<file path="src/rtl/core/spq_pkg.sv">
// Package for the sorted priority queue: word types, operation and status codes,
// and parameter defaults.
// No dependencies.
`default_nettype none
package spq_pkg;

    localparam int CAPACITY_DEF = 16;
    localparam int ID_BITS_DEF  = 8;

    localparam logic [1:0] KIND_ADD    = 2'd0;
    localparam logic [1:0] KIND_POP    = 2'd1;
    localparam logic [1:0] KIND_REMOVE = 2'd2;

    localparam logic [2:0] ST_OK        = 3'd0;
    localparam logic [2:0] ST_EMPTY     = 3'd1;
    localparam logic [2:0] ST_FULL      = 3'd2;
    localparam logic [2:0] ST_NOT_FOUND = 3'd3;
    localparam logic [2:0] ST_DUPLICATE = 3'd4;

    typedef struct packed {
        logic [1:0]  kind;
        logic [7:0]  entry_id;
        logic [31:0] entry_priority;
    } t_spq_in;

    typedef struct packed {
        logic [2:0]  status;
        logic        head_valid;
        logic [7:0]  head_id;
        logic [31:0] head_priority;
        logic [4:0]  occupancy;
    } t_spq_out;

    // Per-cycle command broadcast to every cell.
    typedef struct packed {
        logic ins;
        logic del;
    } t_spq_ctl;

endpackage
`default_nettype wire

</file>
<file path="src/rtl/core/sorted_priority_queue_top.sv">
// Sorted priority queue: a row of spq_cell slots kept in ascending priority order,
// with the command decode, count and output register. Depends on spq_pkg, spq_cell.
//
// Takes one word per clock while the output register is empty or being drained,
// and returns its result in the next cycle through that register. Every slot
// compares its priority and id with the incoming word in parallel, so the time
// for add, pop and remove does not depend on occupancy; the critical path is the
// per-slot 32-bit compare plus the match encoder over CAPACITY slots. No clearing
// pass is needed after reset.
`default_nettype none
module sorted_priority_queue_top #(
    parameter int CAPACITY = spq_pkg::CAPACITY_DEF,
    parameter int ID_BITS  = spq_pkg::ID_BITS_DEF
) (
    input  wire logic              i_clk,
    input  wire logic              i_rst_n,
    input  wire logic              i_in_valid,
    output logic                   o_in_ready,
    input  wire spq_pkg::t_spq_in  i_in_data,
    output logic                   o_out_valid,
    input  wire logic              i_out_ready,
    output spq_pkg::t_spq_out      o_out_data
);
    import spq_pkg::*;

    localparam int CNT_W   = $clog2(CAPACITY + 1);
    localparam int POS_W   = $clog2(CAPACITY);
    localparam int ID_EXT  = (ID_BITS > 8) ? ID_BITS : 8;
    localparam int CNT_EXT = (CNT_W > 5) ? CNT_W : 5;
    localparam logic [CNT_W-1:0] CNT_FULL = CNT_W'(CAPACITY);
    localparam logic [CNT_W-1:0] CNT_ONE  = CNT_W'(1);

    logic [CNT_W-1:0]   r_count, n_count;
    logic               r_out_valid;
    t_spq_out           r_out, n_out;
    logic               w_accept;
    t_spq_ctl           w_ctl;
    logic [POS_W-1:0]   w_del_pos, w_match_pos;
    logic [ID_EXT-1:0]  w_id_ext, w_head_ext;
    logic [ID_BITS-1:0] w_cmd_id;
    logic [CNT_EXT-1:0] w_occ_ext;
    logic               w_any_match;

    logic [ID_BITS-1:0] w_id    [CAPACITY];
    logic [31:0]        w_prio  [CAPACITY];
    logic [CAPACITY-1:0] w_le;
    logic [CAPACITY-1:0] w_match;

    assign o_in_ready  = !r_out_valid || i_out_ready;
    assign w_accept    = i_in_valid && o_in_ready;
    assign o_out_valid = r_out_valid;
    assign o_out_data  = r_out;

    assign w_id_ext    = ID_EXT'(i_in_data.entry_id);
    assign w_cmd_id    = w_id_ext[ID_BITS-1:0];
    assign w_any_match = |w_match;

    // Ids held are unique, so at most one match bit is set.
    always_comb begin
        w_match_pos = '0;
        for (int b = 0; b < POS_W; b++) begin
            for (int i = 0; i < CAPACITY; i++) begin
                if (((i >> b) & 1) == 1) begin
                    w_match_pos[b] = w_match_pos[b] | w_match[i];
                end
            end
        end
    end

    genvar g;
    generate
        for (g = 0; g < CAPACITY; g++) begin : g_cell
            logic [ID_BITS-1:0] w_lid, w_rid;
            logic [31:0]        w_lprio, w_rprio;
            logic               w_lle;
            if (g == 0) begin : g_first
                assign w_lid   = '0;
                assign w_lprio = '0;
                assign w_lle   = 1'b1;
            end else begin : g_mid
                assign w_lid   = w_id[g-1];
                assign w_lprio = w_prio[g-1];
                assign w_lle   = w_le[g-1];
            end
            if (g == CAPACITY - 1) begin : g_last
                assign w_rid   = w_id[g];
                assign w_rprio = w_prio[g];
            end else begin : g_inner
                assign w_rid   = w_id[g+1];
                assign w_rprio = w_prio[g+1];
            end
            spq_cell #(
                .IDX     (g),
                .ID_BITS (ID_BITS),
                .CNT_W   (CNT_W),
                .POS_W   (POS_W)
            ) u_cell (
                .i_clk        (i_clk),
                .i_ctl        (w_ctl),
                .i_count      (r_count),
                .i_del_pos    (w_del_pos),
                .i_cmd_id     (w_cmd_id),
                .i_cmd_prio   (i_in_data.entry_priority),
                .i_left_id    (w_lid),
                .i_left_prio  (w_lprio),
                .i_left_le    (w_lle),
                .i_right_id   (w_rid),
                .i_right_prio (w_rprio),
                .o_id         (w_id[g]),
                .o_prio       (w_prio[g]),
                .o_le         (w_le[g]),
                .o_match      (w_match[g])
            );
        end
    endgenerate

    assign w_head_ext = ID_EXT'(w_id[0]);

    always_comb begin
        w_ctl      = '0;
        w_del_pos  = w_match_pos;
        n_count    = r_count;
        n_out      = '0;
        unique case (i_in_data.kind)
            KIND_ADD: begin
                if (w_any_match) begin
                    n_out.status = ST_DUPLICATE;
                end else if (r_count >= CNT_FULL) begin
                    n_out.status = ST_FULL;
                end else begin
                    w_ctl.ins = w_accept;
                    n_count   = r_count + CNT_ONE;
                end
            end
            KIND_POP: begin
                w_del_pos = '0;
                if (r_count == '0) begin
                    n_out.status = ST_EMPTY;
                end else begin
                    w_ctl.del           = w_accept;
                    n_count             = r_count - CNT_ONE;
                    n_out.head_valid    = 1'b1;
                    n_out.head_id       = w_head_ext[7:0];
                    n_out.head_priority = w_prio[0];
                end
            end
            KIND_REMOVE: begin
                if (w_any_match) begin
                    w_ctl.del = w_accept;
                    n_count   = r_count - CNT_ONE;
                end else begin
                    n_out.status = ST_NOT_FOUND;
                end
            end
            default: begin
                n_out.status = ST_OK;
            end
        endcase
        w_occ_ext       = CNT_EXT'(n_count);
        n_out.occupancy = w_occ_ext[4:0];
    end

    always_ff @(posedge i_clk) begin
        if (!i_rst_n) begin
            r_count     <= '0;
            r_out_valid <= 1'b0;
        end else begin
            if (w_accept) begin
                r_count     <= n_count;
                r_out_valid <= 1'b1;
            end else if (i_out_ready) begin
                r_out_valid <= 1'b0;
            end
        end
    end

    always_ff @(posedge i_clk) begin
        if (w_accept) begin
            r_out <= n_out;
        end
    end

    a_count_bound: assert property (@(posedge i_clk) disable iff (!i_rst_n)
        r_count <= CNT_FULL)
        else $error("occupancy above capacity");

    a_count_hold: assert property (@(posedge i_clk) disable iff (!i_rst_n)
        !w_accept |=> $stable(r_count))
        else $error("occupancy changed without an accepted word");

    a_pop_head: assert property (@(posedge i_clk) disable iff (!i_rst_n)
        (w_accept && i_in_data.kind == KIND_POP && r_count != '0)
        |=> (o_out_valid && o_out_data.head_valid && o_out_data.status == ST_OK))
        else $error("pop of nonempty queue returned no head");

    a_stall_hold: assert property (@(posedge i_clk) disable iff (!i_rst_n)
        (r_out_valid && !i_out_ready) |=> $stable(r_out))
        else $error("result changed while stalled");

endmodule
`default_nettype wire

</file>
<file path="src/rtl/core/spq_cell.sv">
// One slot of the sorted queue: holds an id and a priority, shifts right on insert
// and left on delete. Depends on spq_pkg.
`default_nettype none
module spq_cell #(
    parameter int IDX     = 0,
    parameter int ID_BITS = spq_pkg::ID_BITS_DEF,
    parameter int CNT_W   = 5,
    parameter int POS_W   = 4
) (
    input  wire logic                i_clk,
    input  wire spq_pkg::t_spq_ctl   i_ctl,
    input  wire logic [CNT_W-1:0]    i_count,
    input  wire logic [POS_W-1:0]    i_del_pos,
    input  wire logic [ID_BITS-1:0]  i_cmd_id,
    input  wire logic [31:0]         i_cmd_prio,
    input  wire logic [ID_BITS-1:0]  i_left_id,
    input  wire logic [31:0]         i_left_prio,
    input  wire logic                i_left_le,
    input  wire logic [ID_BITS-1:0]  i_right_id,
    input  wire logic [31:0]         i_right_prio,
    output logic [ID_BITS-1:0]       o_id,
    output logic [31:0]              o_prio,
    output logic                     o_le,
    output logic                     o_match
);
    import spq_pkg::*;

    localparam logic [CNT_W-1:0] IDX_CNT = CNT_W'(IDX);
    localparam logic [POS_W-1:0] IDX_POS = POS_W'(IDX);

    logic [ID_BITS-1:0] r_id,   n_id;
    logic [31:0]        r_prio, n_prio;
    logic               w_valid;

    assign w_valid = IDX_CNT < i_count;
    // Sorted order makes the le flags a run of ones followed by zeros.
    assign o_le    = w_valid && (r_prio <= i_cmd_prio);
    assign o_match = w_valid && (r_id == i_cmd_id);
    assign o_id    = r_id;
    assign o_prio  = r_prio;

    always_comb begin
        n_id   = r_id;
        n_prio = r_prio;
        if (i_ctl.ins && !o_le) begin
            if (i_left_le) begin
                n_id   = i_cmd_id;
                n_prio = i_cmd_prio;
            end else begin
                n_id   = i_left_id;
                n_prio = i_left_prio;
            end
        end else if (i_ctl.del && (IDX_POS >= i_del_pos)) begin
            n_id   = i_right_id;
            n_prio = i_right_prio;
        end
    end

    always_ff @(posedge i_clk) begin
        r_id   <= n_id;
        r_prio <= n_prio;
    end

endmodule
`default_nettype wire
</file>
<file path="config.mk">
export PLATFORM = sky130hd
export DESIGN_NAME = sorted_priority_queue_top
export DESIGN_NICKNAME = d
export VERILOG_FILES = /design/src/rtl/core/spq_pkg.sv /design/src/rtl/core/sorted_priority_queue_top.sv /design/src/rtl/core/spq_cell.sv
export SDC_FILE = /design/constraint.sdc
export NUM_CORES = 2
export LEC_CHECK = 0
export ABC_AREA = 0
export ABC_CLOCK_PERIOD_IN_PS = 7000
export BUFFER_PORTS_ARGS = -buffer_cell sky130_fd_sc_hd__buf_2
export CAP_MARGIN = 20
export CORE_MARGIN = 1.5
export CORE_UTILIZATION = 58
export DETAILED_ROUTE_END_ITERATION = 8
export GPL_TIMING_DRIVEN = 0
export PLACE_DENSITY = 0.75
export SETUP_SLACK_MARGIN = 0.1
export SYNTH_ARGS = -nofsm -noshare
export SYNTH_HDL_FRONTEND = slang
export SYNTH_SLANG_ARGS = --single-unit
</file>
<file path="constraint.sdc">
create_clock -name i_clk -period 7 [get_ports i_clk]
set_clock_uncertainty 0.2 [all_clocks]
set_input_delay 1.4 -clock i_clk [delete_from_list [all_inputs] [get_ports i_clk]]
set_output_delay 1.4 -clock i_clk [all_outputs]
set_load 0.02 [all_outputs]
</file>
==> metrics.md <==
| Metric | Value |
|---|---|
| Async SR Flop Fraction | 0 |
| Clock Latency Late Sink | between 600 and 700 ps |
| WP data arrival | 6790 ps |
| Clk pin slew, worst setup/hold paths | 60 ps |
| Crit path cell chain | buf_2, inv_1, ha_1, nand4_1, nor4_1, o21ai_0, a21oi_1, buf_4, and2_1, clkbuf_1, buf_2, o21bai_4, buf_16, buf_16 |
| Rows | 106 |
| WL/cell | 28.1 um |
| Router iterations before antenna repair | 6 |
| Worst vdd ir | 0.177 mV |
| Tmin final | 6640 ps |
| Switch share | 0.278 |
| Max_cap viols | 0 |
| Core area | 83400 sq um |
| Hold crit path type | register to register |
| Initial DRC count | slightly above 5000 |
| Die area | between 80000 and 90000 sq um |
| Leak | 23.2 nW |
| Final Net Count | ~5300 |
| Vias in the first global route | 38800 |
| Relative slew margins | 0.155 |
| CP max-delay cell | nor4_1 |
| #FFs+latches synth | slightly below 700 |
| Design area | 54000 sq um |
| Final number of max-transition violations | 0 |
| Logic pwr share | 0.145 |
| Slowest cell delay on critical path | approximately 780 ps |
| Share of cells above drive strength 1 | 0.127 |
| Number of port buffers | 96 |
| Instance count of the mapped netlist | 4586 |
| CP endpoint kind | register |
| Fin. Hold Viols | 0 |
| Critical path class | input pin to register |
| P&R area growth vs syn | 10.8% |
| Tightest Pin Transition | 1260 ps |
| Max Root-Sink Buffers | 3 |
| CTS tree | yes |
| Netlist cell types | 85 |
| Most used DFF post-synth | edfxtp_1 |
| Hold_buf cts | 0 |
| Crit-path max FO | 21 |
| Vias/cell | a little under 7 |
| PD cells | 199 nW/um^2 |
| H-tree lvl count | 3 |
| Drt total wl | roughly 170000 um |
| DR vias | 40300 |
| EDFF count, synth | 689 |
| Starting density of the core | 0.584 |
| Status | completed |
| Pin count of the biggest net entering global routing | 50 |
| Switching power | 2.98 mW |
| PnR Total Power | 10.7 mW |
| Top post-synthesis cells by area | edfxtp_1 42%, ha_1 13%, mux2i_1 9.1% |
| Final setup vio count | 0 |
| CTS Buf Count | between 80 and 90 |
| Int Power | between 7 and 8 mW |
| Clock power frac | 0.397 |
| Clk Tree Root Cell | clkbuf_16 |
| Register area share after synthesis | 0.427 |
| Chip Height | 293 um |
| CTS sink count | 695 |
| Startpoint Class | input pin |
| Post-synthesis cell area | just under 50000 sq um |
| Gr usage total | 0.384 |
| Unrepaired setup endpoints after global routing | no |
| Commonest non-fill, non-tap cell in the layout | edfxtp_1 |
| First-pass GRT wire length | roughly 250000 um |
| Leading area contributor after synthesis | edfxtp_1 |
| Syn nets | 5120 |
| Post-DRT Antenna Nets | 0 |
| Tcrit/Tclk final | 0.948 |
| Dpl cell area | approximately 51000 sq um |
| WHS | 333 ps |
| Yosys warnings | 0 |
| Synth top area share | 0.425 |
| Most frequent cells in the layout | 689 x edfxtp_1, 488 x ha_1, 444 x mux2i_1, 382 x a21oi_1, 373 x nor2_1 |
| CP required | about 7000 ps |
| # IOs | 97 |
| Postcts setup bufs | 0 |
| Fmax | 151 MHz |
| Initial antenna violation count | 5 |
| Remaining routing DRC violations | 0 |
| GR Overflow Total | 0 |
| Die X | 293 um |
| Buffers & Inverters on Critical Path | 7 |
| Sequential cell fraction of total power | 0.458 |
| Worst path top cell family by delay | buffers and inverters |
| Half-perimeter wire length after placement | ~130000 um |
| Sum Neg Setup Slack | 0 ps |
| Post-CTS sizing | 0 |
| Utilization after layout | 0.647 |
| GPL Wtd Cong | slightly above 1 |
| Syn Area/Cell | 10.6 sq um |
[state kept, by name (all words and copies together) (netlist names)]
signal,flops
g_cell.u_cell.o_id,128
r_count,5
o_out_data,49
o_out_valid,1
g_cell.u_cell.o_prio,512
[synthesized netlist by cell type, drive strengths merged (45+ instances only)]
| cell type | number |
|---|---|
| buf | 116 |
| o22ai | 86 |
| nand4 | 116 |
| xnor2 | 100 |
| o21ai | 346 |
| nand2 | 264 |
| a21o | 150 |
| a31oi | 45 |
| nor2 | 373 |
| clkbuf | 169 |
| mux2 | 241 |
| ha | 488 |
| inv | 167 |
| a21oi | 387 |
| edfxtp | 689 |
| and2 | 50 |
| mux2i | 444 |
[cell families after synthesis]
| family | after synthesis | synth area share |
|---|---|---|
| compound gates | 1151 | 0.139 |
| xor+xnor | 129 | 0.0232 |
| fa+ha+maj | 488 | 0.125 |
| buf+inv | 452 | 0.0401 |
| flops | 695 | 0.427 |
| mux | 685 | 0.150 |
| simple gates | 986 | 0.0949 |
[per-stage QoR]
step	cells	setup slack (ps)
floorplan	4586	62.8
global placement	5762	-3740
detailed placement	5791	85.1
CTS	5943	740
global route	5946	324
finish	5951	364
[cell type report]
type                            instances  area, sq um
Sequential cell                       695        20800
Clock buffer                          113         2220
Multi-Input combinational cell       3439        26100
Fill cell                            6705        29500
Timing Repair Buffer                  128         1150
Antenna cell                            5         12.5
Inverter                              167          627
Clock inverter                         39          317
Buffer                                285         1330
Tap cell                             1080         1350
[metal layers]
metal / track usage / vias to the layer above / part of all wire
met3: 0.105 / 451 / 0.12
met2: 0.566 / 2598 / 0.42
met5: 0 / - / 0.00016
met1: 0.518 / 19500 / 0.40
met4: 0.193 / 4 / 0.054
li1: - / 17700 / -
[power by group through the flow]
stage          Combinational [mW]  Sequential [mW]  Clock [mW]
6_report                     1.56             4.91        4.25
5_1_grt                      1.67             4.92        4.40
4_1_cts                      1.51             4.90        4.24
3_5_place_dp                 1.50             4.99           0
3_3_place_gp                 1.41             5.01           0
2_1_floorplan               0.978             4.96           0
[worst min-delay path: cells and delay by family, from the launching register on]
kind	cells	cell delay, ps
AO/OA/AOI/OAI	1	70
flip-flops	1	310
AND/OR/NAND/NOR	1	100
[path summary, 6_finish.rpt]
check	startpoint	to	slack, ps	depth (start not counted)
worst max-delay path	i_in_data[30]	g_cell[14].u_cell.o_prio[2]$_DFFE_PP_	360	14
worst min-delay path	o_out_valid$_SDFFE_PN0P_	o_out_valid$_SDFFE_PN0P_	330	2
worst max register to register	r_count[4]$_SDFFE_PN0P_	g_cell[2].u_cell.o_prio[7]$_DFFE_PP_	1060	13
worst min register to register	o_out_valid$_SDFFE_PN0P_	o_out_valid$_SDFFE_PN0P_	330	2
Power figures use the tool's default switching activity.
